<file path="src/gd3e_pkg.sv">
package gd3e_pkg;

  // Port and field widths
  localparam int IDX_W   = 3;
  localparam int CFG_W   = 16;
  localparam int SIZE_W  = 6;
  localparam int POS_W   = 5;
  localparam int VAL_W   = 16;
  localparam int RES_W   = 17;
  localparam int SP_W    = 16;
  // Squared Q8.8 value, and the same saturated one bit above it
  localparam int SQ_W    = 32;
  localparam int CAP_W   = SQ_W + 1;
  // Signed neighbor coordinate: position plus or minus the reach
  localparam int COORD_W = 7;

  // Configuration register indexes
  typedef enum logic [IDX_W-1:0] {
    REG_SIZE_X    = 3'd0,
    REG_SIZE_Y    = 3'd1,
    REG_SIZE_Z    = 3'd2,
    REG_SPACING_X = 3'd3,
    REG_SPACING_Y = 3'd4,
    REG_SPACING_Z = 3'd5,
    REG_RADIUS    = 3'd6,
    REG_OFFSET    = 3'd7
  } reg_idx_e;

  // Request kinds
  localparam logic KIND_STORE = 1'b0;
  localparam logic KIND_ASK   = 1'b1;

  // Live configuration, sizes already clipped to the volume side
  typedef struct packed {
    logic        [SIZE_W-1:0] size_x;
    logic        [SIZE_W-1:0] size_y;
    logic        [SIZE_W-1:0] size_z;
    logic        [SP_W-1:0]   spacing_x;
    logic        [SP_W-1:0]   spacing_y;
    logic        [SP_W-1:0]   spacing_z;
    logic        [SP_W-1:0]   radius;
    logic signed [VAL_W-1:0]  offset;
  } cfg_t;

endpackage

</file>
<file path="src/gd3e_cfg.sv">
module gd3e_cfg #(
  parameter int SIDE = 32
) (
  input  logic                        clk_i,
  input  logic                        rst_ni,
  input  logic                        cfg_we_i,
  input  logic [gd3e_pkg::IDX_W-1:0]  cfg_idx_i,
  input  logic [gd3e_pkg::CFG_W-1:0]  cfg_data_i,
  output gd3e_pkg::cfg_t              cfg_o
);
  import gd3e_pkg::*;

  localparam logic [8:0] SIDE_L = 9'(SIDE);

  logic        [SIZE_W-1:0] size_x_q, size_y_q, size_z_q;
  logic        [SP_W-1:0]   spacing_x_q, spacing_y_q, spacing_z_q;
  logic        [SP_W-1:0]   radius_q;
  logic signed [VAL_W-1:0]  offset_q;

  // Register file writes
  always_ff @(posedge clk_i or negedge rst_ni) begin
    if (!rst_ni) begin
      size_x_q    <= 6'd32;
      size_y_q    <= 6'd32;
      size_z_q    <= 6'd32;
      spacing_x_q <= 16'd256;
      spacing_y_q <= 16'd256;
      spacing_z_q <= 16'd256;
      radius_q    <= 16'd256;
      offset_q    <= '0;
    end else if (cfg_we_i) begin
      case (reg_idx_e'(cfg_idx_i))
        REG_SIZE_X:    size_x_q    <= cfg_data_i[SIZE_W-1:0];
        REG_SIZE_Y:    size_y_q    <= cfg_data_i[SIZE_W-1:0];
        REG_SIZE_Z:    size_z_q    <= cfg_data_i[SIZE_W-1:0];
        REG_SPACING_X: spacing_x_q <= cfg_data_i;
        REG_SPACING_Y: spacing_y_q <= cfg_data_i;
        REG_SPACING_Z: spacing_z_q <= cfg_data_i;
        REG_RADIUS:    radius_q    <= cfg_data_i;
        REG_OFFSET:    offset_q    <= signed'(cfg_data_i);
        default: ;
      endcase
    end
  end

  // Sizes beyond the volume side are treated as the side
  function automatic logic [SIZE_W-1:0] clip_size(input logic [SIZE_W-1:0] s);
    logic [8:0] s9;
    s9 = 9'(s);
    return (s9 > SIDE_L) ? SIDE_L[SIZE_W-1:0] : s;
  endfunction

  always_comb begin
    cfg_o.size_x    = clip_size(size_x_q);
    cfg_o.size_y    = clip_size(size_y_q);
    cfg_o.size_z    = clip_size(size_z_q);
    cfg_o.spacing_x = spacing_x_q;
    cfg_o.spacing_y = spacing_y_q;
    cfg_o.spacing_z = spacing_z_q;
    cfg_o.radius    = radius_q;
    cfg_o.offset    = offset_q;
  end

endmodule

</file>
<file path="config.mk">
export PLATFORM = sky130hd
export DESIGN_NAME = gd3e_cfg
export DESIGN_NICKNAME = d
export VERILOG_FILES = /design/src/gd3e_pkg.sv /design/src/gd3e_cfg.sv
export SDC_FILE = /design/constraint.sdc
export NUM_CORES = 1
export LEC_CHECK = 0
export ABC_AREA = 1
export BUFFER_PORTS_ARGS = -buffer_cell sky130_fd_sc_hd__buf_2
export CAP_MARGIN = 30
export CELL_PAD_IN_SITES_DETAIL_PLACEMENT = 1
export CELL_PAD_IN_SITES_GLOBAL_PLACEMENT = 2
export CORE_MARGIN = 4
export CORE_UTILIZATION = 31
export CTS_BUF_LIST = sky130_fd_sc_hd__clkbuf_4 sky130_fd_sc_hd__clkbuf_8 sky130_fd_sc_hd__clkbuf_16
export DETAILED_ROUTE_END_ITERATION = 8
export MAX_ROUTING_LAYER = met4
export PLACE_DENSITY = 0.91
export SYNTH_ARGS = -nofsm -noshare
export SYNTH_HDL_FRONTEND = slang
export SYNTH_SLANG_ARGS = --single-unit
</file>
<file path="constraint.sdc">
create_clock -name clk_i -period 1.02 [get_ports clk_i]
set_input_delay 0.153 -clock clk_i [delete_from_list [all_inputs] [get_ports clk_i]]
set_output_delay 0.153 -clock clk_i [all_outputs]
set_load 0.05 [all_outputs]
</file>
## Yosys cells after proc, flatten, opt, wreduce, memory -nomap -nowiden

Index checks and enable logic that the tools add are counted.
Widths: inputs -> output; s select.

| word-level totals | value |
|---|---|
| input bits | 22 |
| flip-flop bits (word level) | 98 |
| logic and storage cells | 30 |
| output and inout port bits | 98 |

| operators by class | value |
|---|---|
| multiplexer cells | 3 |
| reductions and logical operators | 9 |
| eq/ne operators | 7 |
| magnitude comparators | 3 |

Operators with widths:

| kind | number |
|---|---|
| $gt 6x6->1 const B | 3 |
| $mux 6 | 3 |
| $reduce_and 2->1 | 8 |
| $eq 3x3->1 const B | 4 |
| $eq 3x2->1 const B | 2 |
| $eq 3x1->1 const B | 1 |
| $logic_not 3->1 | 1 |

## Logic depth before layout (Yosys ltp)

Gate-level depths: netlist of run 1.

| depth | value |
|---|---|
| depth in word-level cells | 2 |
| gate-level depth with buffers | 6 |

## Worst setup path after synthesis of run 1

OpenSTA, ideal clock, no wires.

| timing path | value |
|---|---|
| path kind | register to output |
| from | register size_z_q[2] |
| to | output port cfg_o[80] (netlist bit) |
| setup slack | -485 ps |
| required time | 867 ps |
| cell stages (with the launch flop) | 4 |
| buffers on the path | 0 |
| data arrival time | 1352 ps |
| cells stage by stage | dfrtp_1 nor2_1 nand3_1 a21oi_1 |

RTL lines:

| what | RTL line | text |
|---|---|---|
| from (decl) | gd3e_cfg.sv:15 | `logic [SIZE_W-1:0] size_x_q, size_y_q, size_z_q;` |
| from (signal assigned) | gd3e_cfg.sv:35 | `REG_SIZE_Z: size_z_q <= cfg_data_i[SIZE_W-1:0];` |
| to (decl) | gd3e_cfg.sv:9 | `output gd3e_pkg::cfg_t cfg_o` |

==> flow_summary_export.csv, run 1 <==
group,metric,value,unit
yosys,async_flop_share,1.00,
yosys,synth.yosys.seq_area_share,0.615,
detailed_routing,wirelength,13600,um
floorplanning,rows,41,
floorplanning,io_pins,120,
hold_path,hp-class,"in2reg",
critical_path,critical_path_required,0.87,ns
floorplanning,start_util,0.317,
critical_path,r2r-start,"size_x_q[5]$_DFFE_PN1P_",
clocking,cts-root-buf,"clkbuf_16",
floorplanning,die-area,14800,um2
yosys,ys_ff_latch,98,
placed_design,place.port_buffers,119,
timing,tightest_slew,0.452,ns
clocking,cts_sinks,98,
pwr,p_total,15.9,mW
grt,grt_pass1_vias,3830,
critical_path,end_kind,"output port",
timing,hold_viol,0,
placed_design,hpwl,8920,um
timing,setup_violations,98,
grt,grt_max_degree,33,
critical_path,r2r_cells,2,
clocking,cts_tree,"built",
timing,finalMaxSlewViolations,0,
critical_path,worstPathArrival,1.40,ns
yosys,synth_top_area_frac,0.569,
final_layout,drive_above_1_share,0.476,
grt,grt_use_total,0.187,
final_layout,final_cell_area,6480,um2
final_layout,diodes,0,
floorplanning,fp.dieH,122,um
hold_path,whs_endpoint,"offset_q[14]$_DFFE_PN0P_",
yosys,synthFlopType,"dfrtp_1",
pwr,power_leakage,3.21,nW
placed_design,gp_congestion,0.780,
grt,grt_overflow_total,0,
final_layout,areaGrowthSynthToFinish,61.9,%
floorplanning,coreArea,12600,um2
detailed_routing,ant_nets,0,
critical_path,rr_endpoint,"size_x_q[5]$_DFFE_PN1P_",
critical_path,cp_max_fo,3,
clocking,clkTransAtPathRegs,0.07,ns
timing,finalCriticalPeriod,1.55,ns
critical_path,cp_slowest_cell,"dfrtp_1",
yosys,syn-num-nets,427,
timing,fmax,643,MHz
yosys,syn_area_per_cell,9.88,um2
hold_path,min_from,"cfg_data_i[14]",
timing,grt_setup_unrepaired,"true",
detailed_routing,dr.pass1.iters,4,
detailed_routing,wl_per_cell,17.8,um
placed_design,place_area,5060,um2
timing,final.period_utilization,1.52,
clocking,insertion_delay,0.34,ns
yosys,synth_area_leaders,"dfrtp_1 57%, nand2_1 11%, o21ai_2 7.0%",
timing,finalClockSkew,0,ns
flow_run,max-cap-violations,0,
critical_path,critPathMaxStageDelay,0.40,ns
placed_design,place_worst_setup_slack,-0.288,ns
yosys,synth_top_area_cell,"dfrtp_1",
clocking,cts_inserted_buffers,9,
critical_path,path_class,"reg2out",
yosys,synth.distinct_cells,21,
grt,grt_pass1_wl,20700,um
timing,slew_headroom,0.698,
floorplanning,die_w,122,um
yosys,syn-instance-count,405,
final_layout,fill_cells,1402,
detailed_routing,vias,3560,
yosys,yosys.cell_count.top_type,"nand2_1",
yosys,synth.top_cells.by_count,"117 x nand2_1, 91 x dfrtp_1, 35 x o21ai_0",
outcome,status,"finished with violations",
yosys,synth_edf_count,0,
outcome,violations,"setup timing",
critical_path,reg2reg_slack,0.06,ns
timing,setup_tns,-11.05,ns
hold_path,hold_depth,3,
critical_path,path_cells,"nor2_2, nand3_4, a21oi_4, buf_8",
clocking,clockBufferDepth,2,
critical_path,cp-start-kind,"flop",
timing,setup_ws,-0.534,ns
pwr,ir_worst_vdd,1.05,mV
yosys,synthesis.area,4000,um2
yosys,yosys_warnings,0,
pwr,p_per_area,2460,nW/um2
detailed_routing,via_per_inst,4.67,
clocking,cts.htree.levels,3,
final_layout,fin_util,0.513,
detailed_routing,drc_errors,0,
final_layout,fin_nets,607,
grt,antenna_found_initial,0,
detailed_routing,detail_route.iter0.violations,152,
[cells by family after synthesis]
kind of cell / Yosys count / synth area share
AND/OR/NAND/NOR: 143 / 0.147
flip-flops: 98 / 0.615
buffers and inverters: 57 / 0.0738
AO/OA/AOI/OAI: 107 / 0.164
[routing by layer]
metal  track usage  wire length [um]
met1         0.230              5570
met2         0.325              7360
met3        0.0232               473
met4        0.0567               194
met5             -                 0
[power breakdown]
group	switching, mW	internal [mW]
logic	4.24	2.64
registers	0.657	4.66
clock network	1.52	2.22
[critical path: cells and delay by family (launching register included)]
kind,cells,cell delay (ns)
AO/OA/AOI/OAI,1,0.20
AND/OR/NAND/NOR,2,0.31
flip-flops,1,0.40
buffers and inverters,1,0.16
[timing repair]
item | in CTS | in global routing
gates cloned | 0 | 0
buffers inserted | 22 | 19
resized for setup | 211 | 19
pin swaps | 10 | 9
hold endpoints to repair | 59 | 0
endpoints found under the setup margin | 98 | 98
hold buffers | 1 | 0
[sequential cells by signal, indices dropped and copies added, names as in the netlist]
signal	cells
offset_q	16
radius_q	16
spacing_x_q	16
spacing_y_q	16
spacing_z_q	16
size_x_q	6
size_y_q	6
size_z_q	6
[cell type report]
class | count | area, um2 | share of cell area
sequential | 98 | 2460 | 0.381
inverter | 36 | 138 | 0.0212
timing repair buffer | 190 | 1910 | 0.295
multi-input combinational | 250 | 1420 | 0.220
clock buffer | 10 | 239 | 0.0369
tap | 172 | 215 | 0.0332
clock inverter | 6 | 88.8 | 0.0137
[worst max-delay path by stage]
stage,to,slack (ns),start,cells after the start
after detailed placement,cfg_o[86],-0.29,size_y_q[4]$_DFFE_PN0P_,4
final,cfg_o[92],-0.53,size_x_q[1]$_DFFE_PN0P_,4
after global placement,cfg_o[92],-0.26,size_x_q[2]$_DFFE_PN0P_,4
after global routing,cfg_o[92],-0.60,size_x_q[1]$_DFFE_PN0P_,4
after CTS,cfg_o[92],-0.54,size_x_q[1]$_DFFE_PN0P_,4
after floorplan,cfg_o[83],-0.22,size_z_q[5]$_DFFE_PN1P_,1
[per-stage QoR]
stage / hold WS [ns] / instances
after global routing: 0.0306 / 762
after CTS: 0.0233 / 743
after detailed placement: 0.0606 / 704
after floorplan: -0.143 / 405
after global placement: 0.0564 / 704
final: 0.0331 / 762
[cells in the final DEF (no fill, tap or decap), drive strengths merged]
cell         instances
inv                 37
buf                189
clkbuf              10
dlygate4sd3          1
nand3                3
clkinvlp             2
a21oi                9
dfrtp               91
nor2                17
dfstp                7
clkinv               1
bufinv               2
nand2              123
o21ai               98
No activity file was read; power rests on OpenSTA's default activity.
==> inputs of run 2 (changes only) <==
--- a/config.mk
+++ b/config.mk
@@ -11,11 +11,11 @@
 export CELL_PAD_IN_SITES_DETAIL_PLACEMENT = 1
 export CELL_PAD_IN_SITES_GLOBAL_PLACEMENT = 2
 export CORE_MARGIN = 4
-export CORE_UTILIZATION = 31
+export CORE_UTILIZATION = 28
 export CTS_BUF_LIST = sky130_fd_sc_hd__clkbuf_4 sky130_fd_sc_hd__clkbuf_8 sky130_fd_sc_hd__clkbuf_16
 export DETAILED_ROUTE_END_ITERATION = 8
 export MAX_ROUTING_LAYER = met4
-export PLACE_DENSITY = 0.91
+export PLACE_DENSITY = 0.87
 export SYNTH_ARGS = -nofsm -noshare
 export SYNTH_HDL_FRONTEND = slang
 export SYNTH_SLANG_ARGS = --single-unit
==> constraint.sdc (replaced) <==
create_clock -name clk_i -period 1.3 [get_ports clk_i]
set_input_delay 0.195 -clock clk_i [delete_from_list [all_inputs] [get_ports clk_i]]
set_output_delay 0.195 -clock clk_i [all_outputs]
set_load 0.05 [all_outputs]
==> run 2 against run 1 <==
The flow still finishes with violations (setup timing). Via count decreased by 8.2%. Hold slack improved by 0.039 ns. Cell count decreased by 5.5%. Register-to-register slack improved by 0.33 ns. Non-clock buffer count decreased by 50. Die area increased by 10%. Flip-flop and latch count unchanged. Clock skew unchanged. Global-route usage decreased by 3.1 points. Worst setup slack improved by 0.29 ns. Largest cell class unchanged. Highest routed layer unchanged.
==> flow_summary_export.csv, run 2 (synthesis results as in run 1) <==
group,metric,value,unit
timing,finalCriticalPeriod,1.55,ns
timing,tightest_slew,0.470,ns
critical_path,cp-start-kind,"flop",
timing,finalClockSkew,0,ns
grt,grt_pass1_wl,19000,um
timing,finalMaxSlewViolations,0,
detailed_routing,vias,3268,
floorplanning,coreArea,13900,um2
timing,setup_ws,-0.249,ns
floorplanning,die-area,16300,um2
outcome,violations,"setup timing",
detailed_routing,drc_errors,0,
placed_design,place.port_buffers,119,
critical_path,path_class,"reg2out",
detailed_routing,via_per_inst,4.54,
outcome,status,"finished with violations",
clocking,insertion_delay,0.34,ns
placed_design,hpwl,8200,um
floorplanning,fp.dieH,128,um
critical_path,reg2reg_slack,0.39,ns
timing,hold_viol,0,
pwr,p_per_area,2030,nW/um2
grt,grt_max_degree,60,
critical_path,r2r_cells,2,
critical_path,critPathLaunch,"size_x_q[2]$_DFFE_PN0P_",
critical_path,worstPathArrival,1.35,ns
timing,fmax,645,MHz
clocking,clkTransAtPathRegs,0.07,ns
pwr,p_total,11.0,mW
grt,antenna_found_initial,0,
critical_path,path_depth,4,
placed_design,gp_congestion,0.765,
placed_design,dp.cells,691,
grt,grt_overflow_total,0,
critical_path,cp_slowest_cell,"dfrtp_1",
clocking,cts_tree,"built",
flow_run,max-cap-violations,0,
clocking,cts_sinks,98,
detailed_routing,wl_per_cell,16.6,um
critical_path,critical_path_required,1.11,ns
hold_path,hp-class,"in2reg",
timing,setup_violations,18,
final_layout,diodes,0,
final_layout,areaGrowthSynthToFinish,35.4,%
detailed_routing,wirelength,12000,um
clocking,cts-root-buf,"clkbuf_16",
final_layout,drive_above_1_share,0.430,
critical_path,r2r-start,"size_x_q[5]$_DFFE_PN1P_",
critical_path,end_kind,"output port",
clocking,cts_inserted_buffers,9,
timing,final.period_utilization,1.19,
floorplanning,die_w,128,um
grt,grt_pass1_vias,3475,
clocking,cts.htree.levels,3,
final_layout,fin_cells,720,
detailed_routing,ant_nets,0,
pwr,ir_worst_vdd,0.672,mV
floorplanning,rows,43,
floorplanning,start_util,0.287,
critical_path,worstSetupEndpoint,"cfg_o[92]",
grt,grt_use_total,0.157,
detailed_routing,detail_route.iter0.violations,171,
detailed_routing,dr.pass1.iters,4,
critical_path,cp_max_fo,3,
critical_path,critical_path.top_delay_family,"flip-flops",
final_layout,fin_nets,557,
timing,slew_headroom,0.686,
floorplanning,io_pins,120,
clocking,clockBufferDepth,2,
critical_path,crit_buf_inv,1,
critical_path,critPathMaxStageDelay,0.39,ns
timing,grt_setup_unrepaired,"true",
final_layout,layout_common_cells,"117 x nand2_1, 96 x buf_2, 91 x dfrtp_1",
critical_path,path_cells,"nor2_2, nand3_2, a21oi_2, buf_6",
critical_path,rr_endpoint,"size_x_q[5]$_DFFE_PN1P_",
pwr,power_leakage,2.79,nW
final_layout,final_common_cell,"nand2_1",
[run 2: area by class of cell]
type,count,area (um2)
clock buffers,14,275
clock inverters,2,35.0
fillers,1633,8520
inverters,36,138
multi-input cells,250,1330
flip-flops and latches,98,2460
well taps,180,225
repair buffers,140,950
[run 2: routing by layer]
| layer | wire (um) | track usage | vias up |
|---|---|---|---|
| met4 | 263 | 0.0555 | 0 |
| met3 | 528 | 0.0326 | 17 |
| li1 | - | - | 1553 |
| met2 | 6070 | 0.259 | 78 |
| met5 | 0 | - | - |
| met1 | 5110 | 0.190 | 1620 |
[run 2: repair_timing]
item | in CTS | in global routing
gates resized for setup | 52 | 20
hold endpoints to repair | 91 | 0
setup endpoints to repair | 22 | 19
pin swaps | 9 | 5
hold buffers | 1 | 0
cloned | 0 | 0
setup buffers | 10 | 2
[run 2: worst min-delay path, stage by stage]
cell and delay (ns):
buf_2 0.09, nand2_1 0.05, nand2_1 0.05
[run 2: how the worst min path moves through the flow]
stage                         from                           to  slack (ns)  cells past startpoint
floorplan                   rst_ni      offset_q[0]$_DFFE_PN0P_       -0.10                      0
global placement            rst_ni  spacing_z_q[14]$_DFFE_PN0P_        0.20                      2
detailed placement          rst_ni  spacing_z_q[14]$_DFFE_PN0P_        0.20                      2
CTS                 cfg_data_i[11]     offset_q[11]$_DFFE_PN0P_        0.05                      3
global route         cfg_data_i[7]      offset_q[7]$_DFFE_PN0P_        0.07                      3
finish              cfg_data_i[11]     offset_q[11]$_DFFE_PN0P_        0.07                      3
[run 2: report_power, final]
group	internal, mW	switching (mW)	leakage (nW)	total, mW
registers	3.65	0.393	1.22	4.05
clock network	1.66	1.11	0.157	2.77
logic	1.08	3.08	1.42	4.16
total	6.40	4.58	2.79	11.0
[run 2: per-stage QoR]
step	utilization	hold slack, ns	cell area (um2)	setup TNS (ns)	setup slack (ns)
after global routing	0.389	0.0654	5420	-4.07	-0.316
after global placement	0.343	0.198	4780	0	0.104
after detailed placement	0.343	0.201	4780	0	0.0312
after floorplan	-	-0.101	4000	-2.22	-0.247
after CTS	0.383	0.0545	5340	-2.93	-0.246
final	0.389	0.0723	5420	-2.93	-0.249
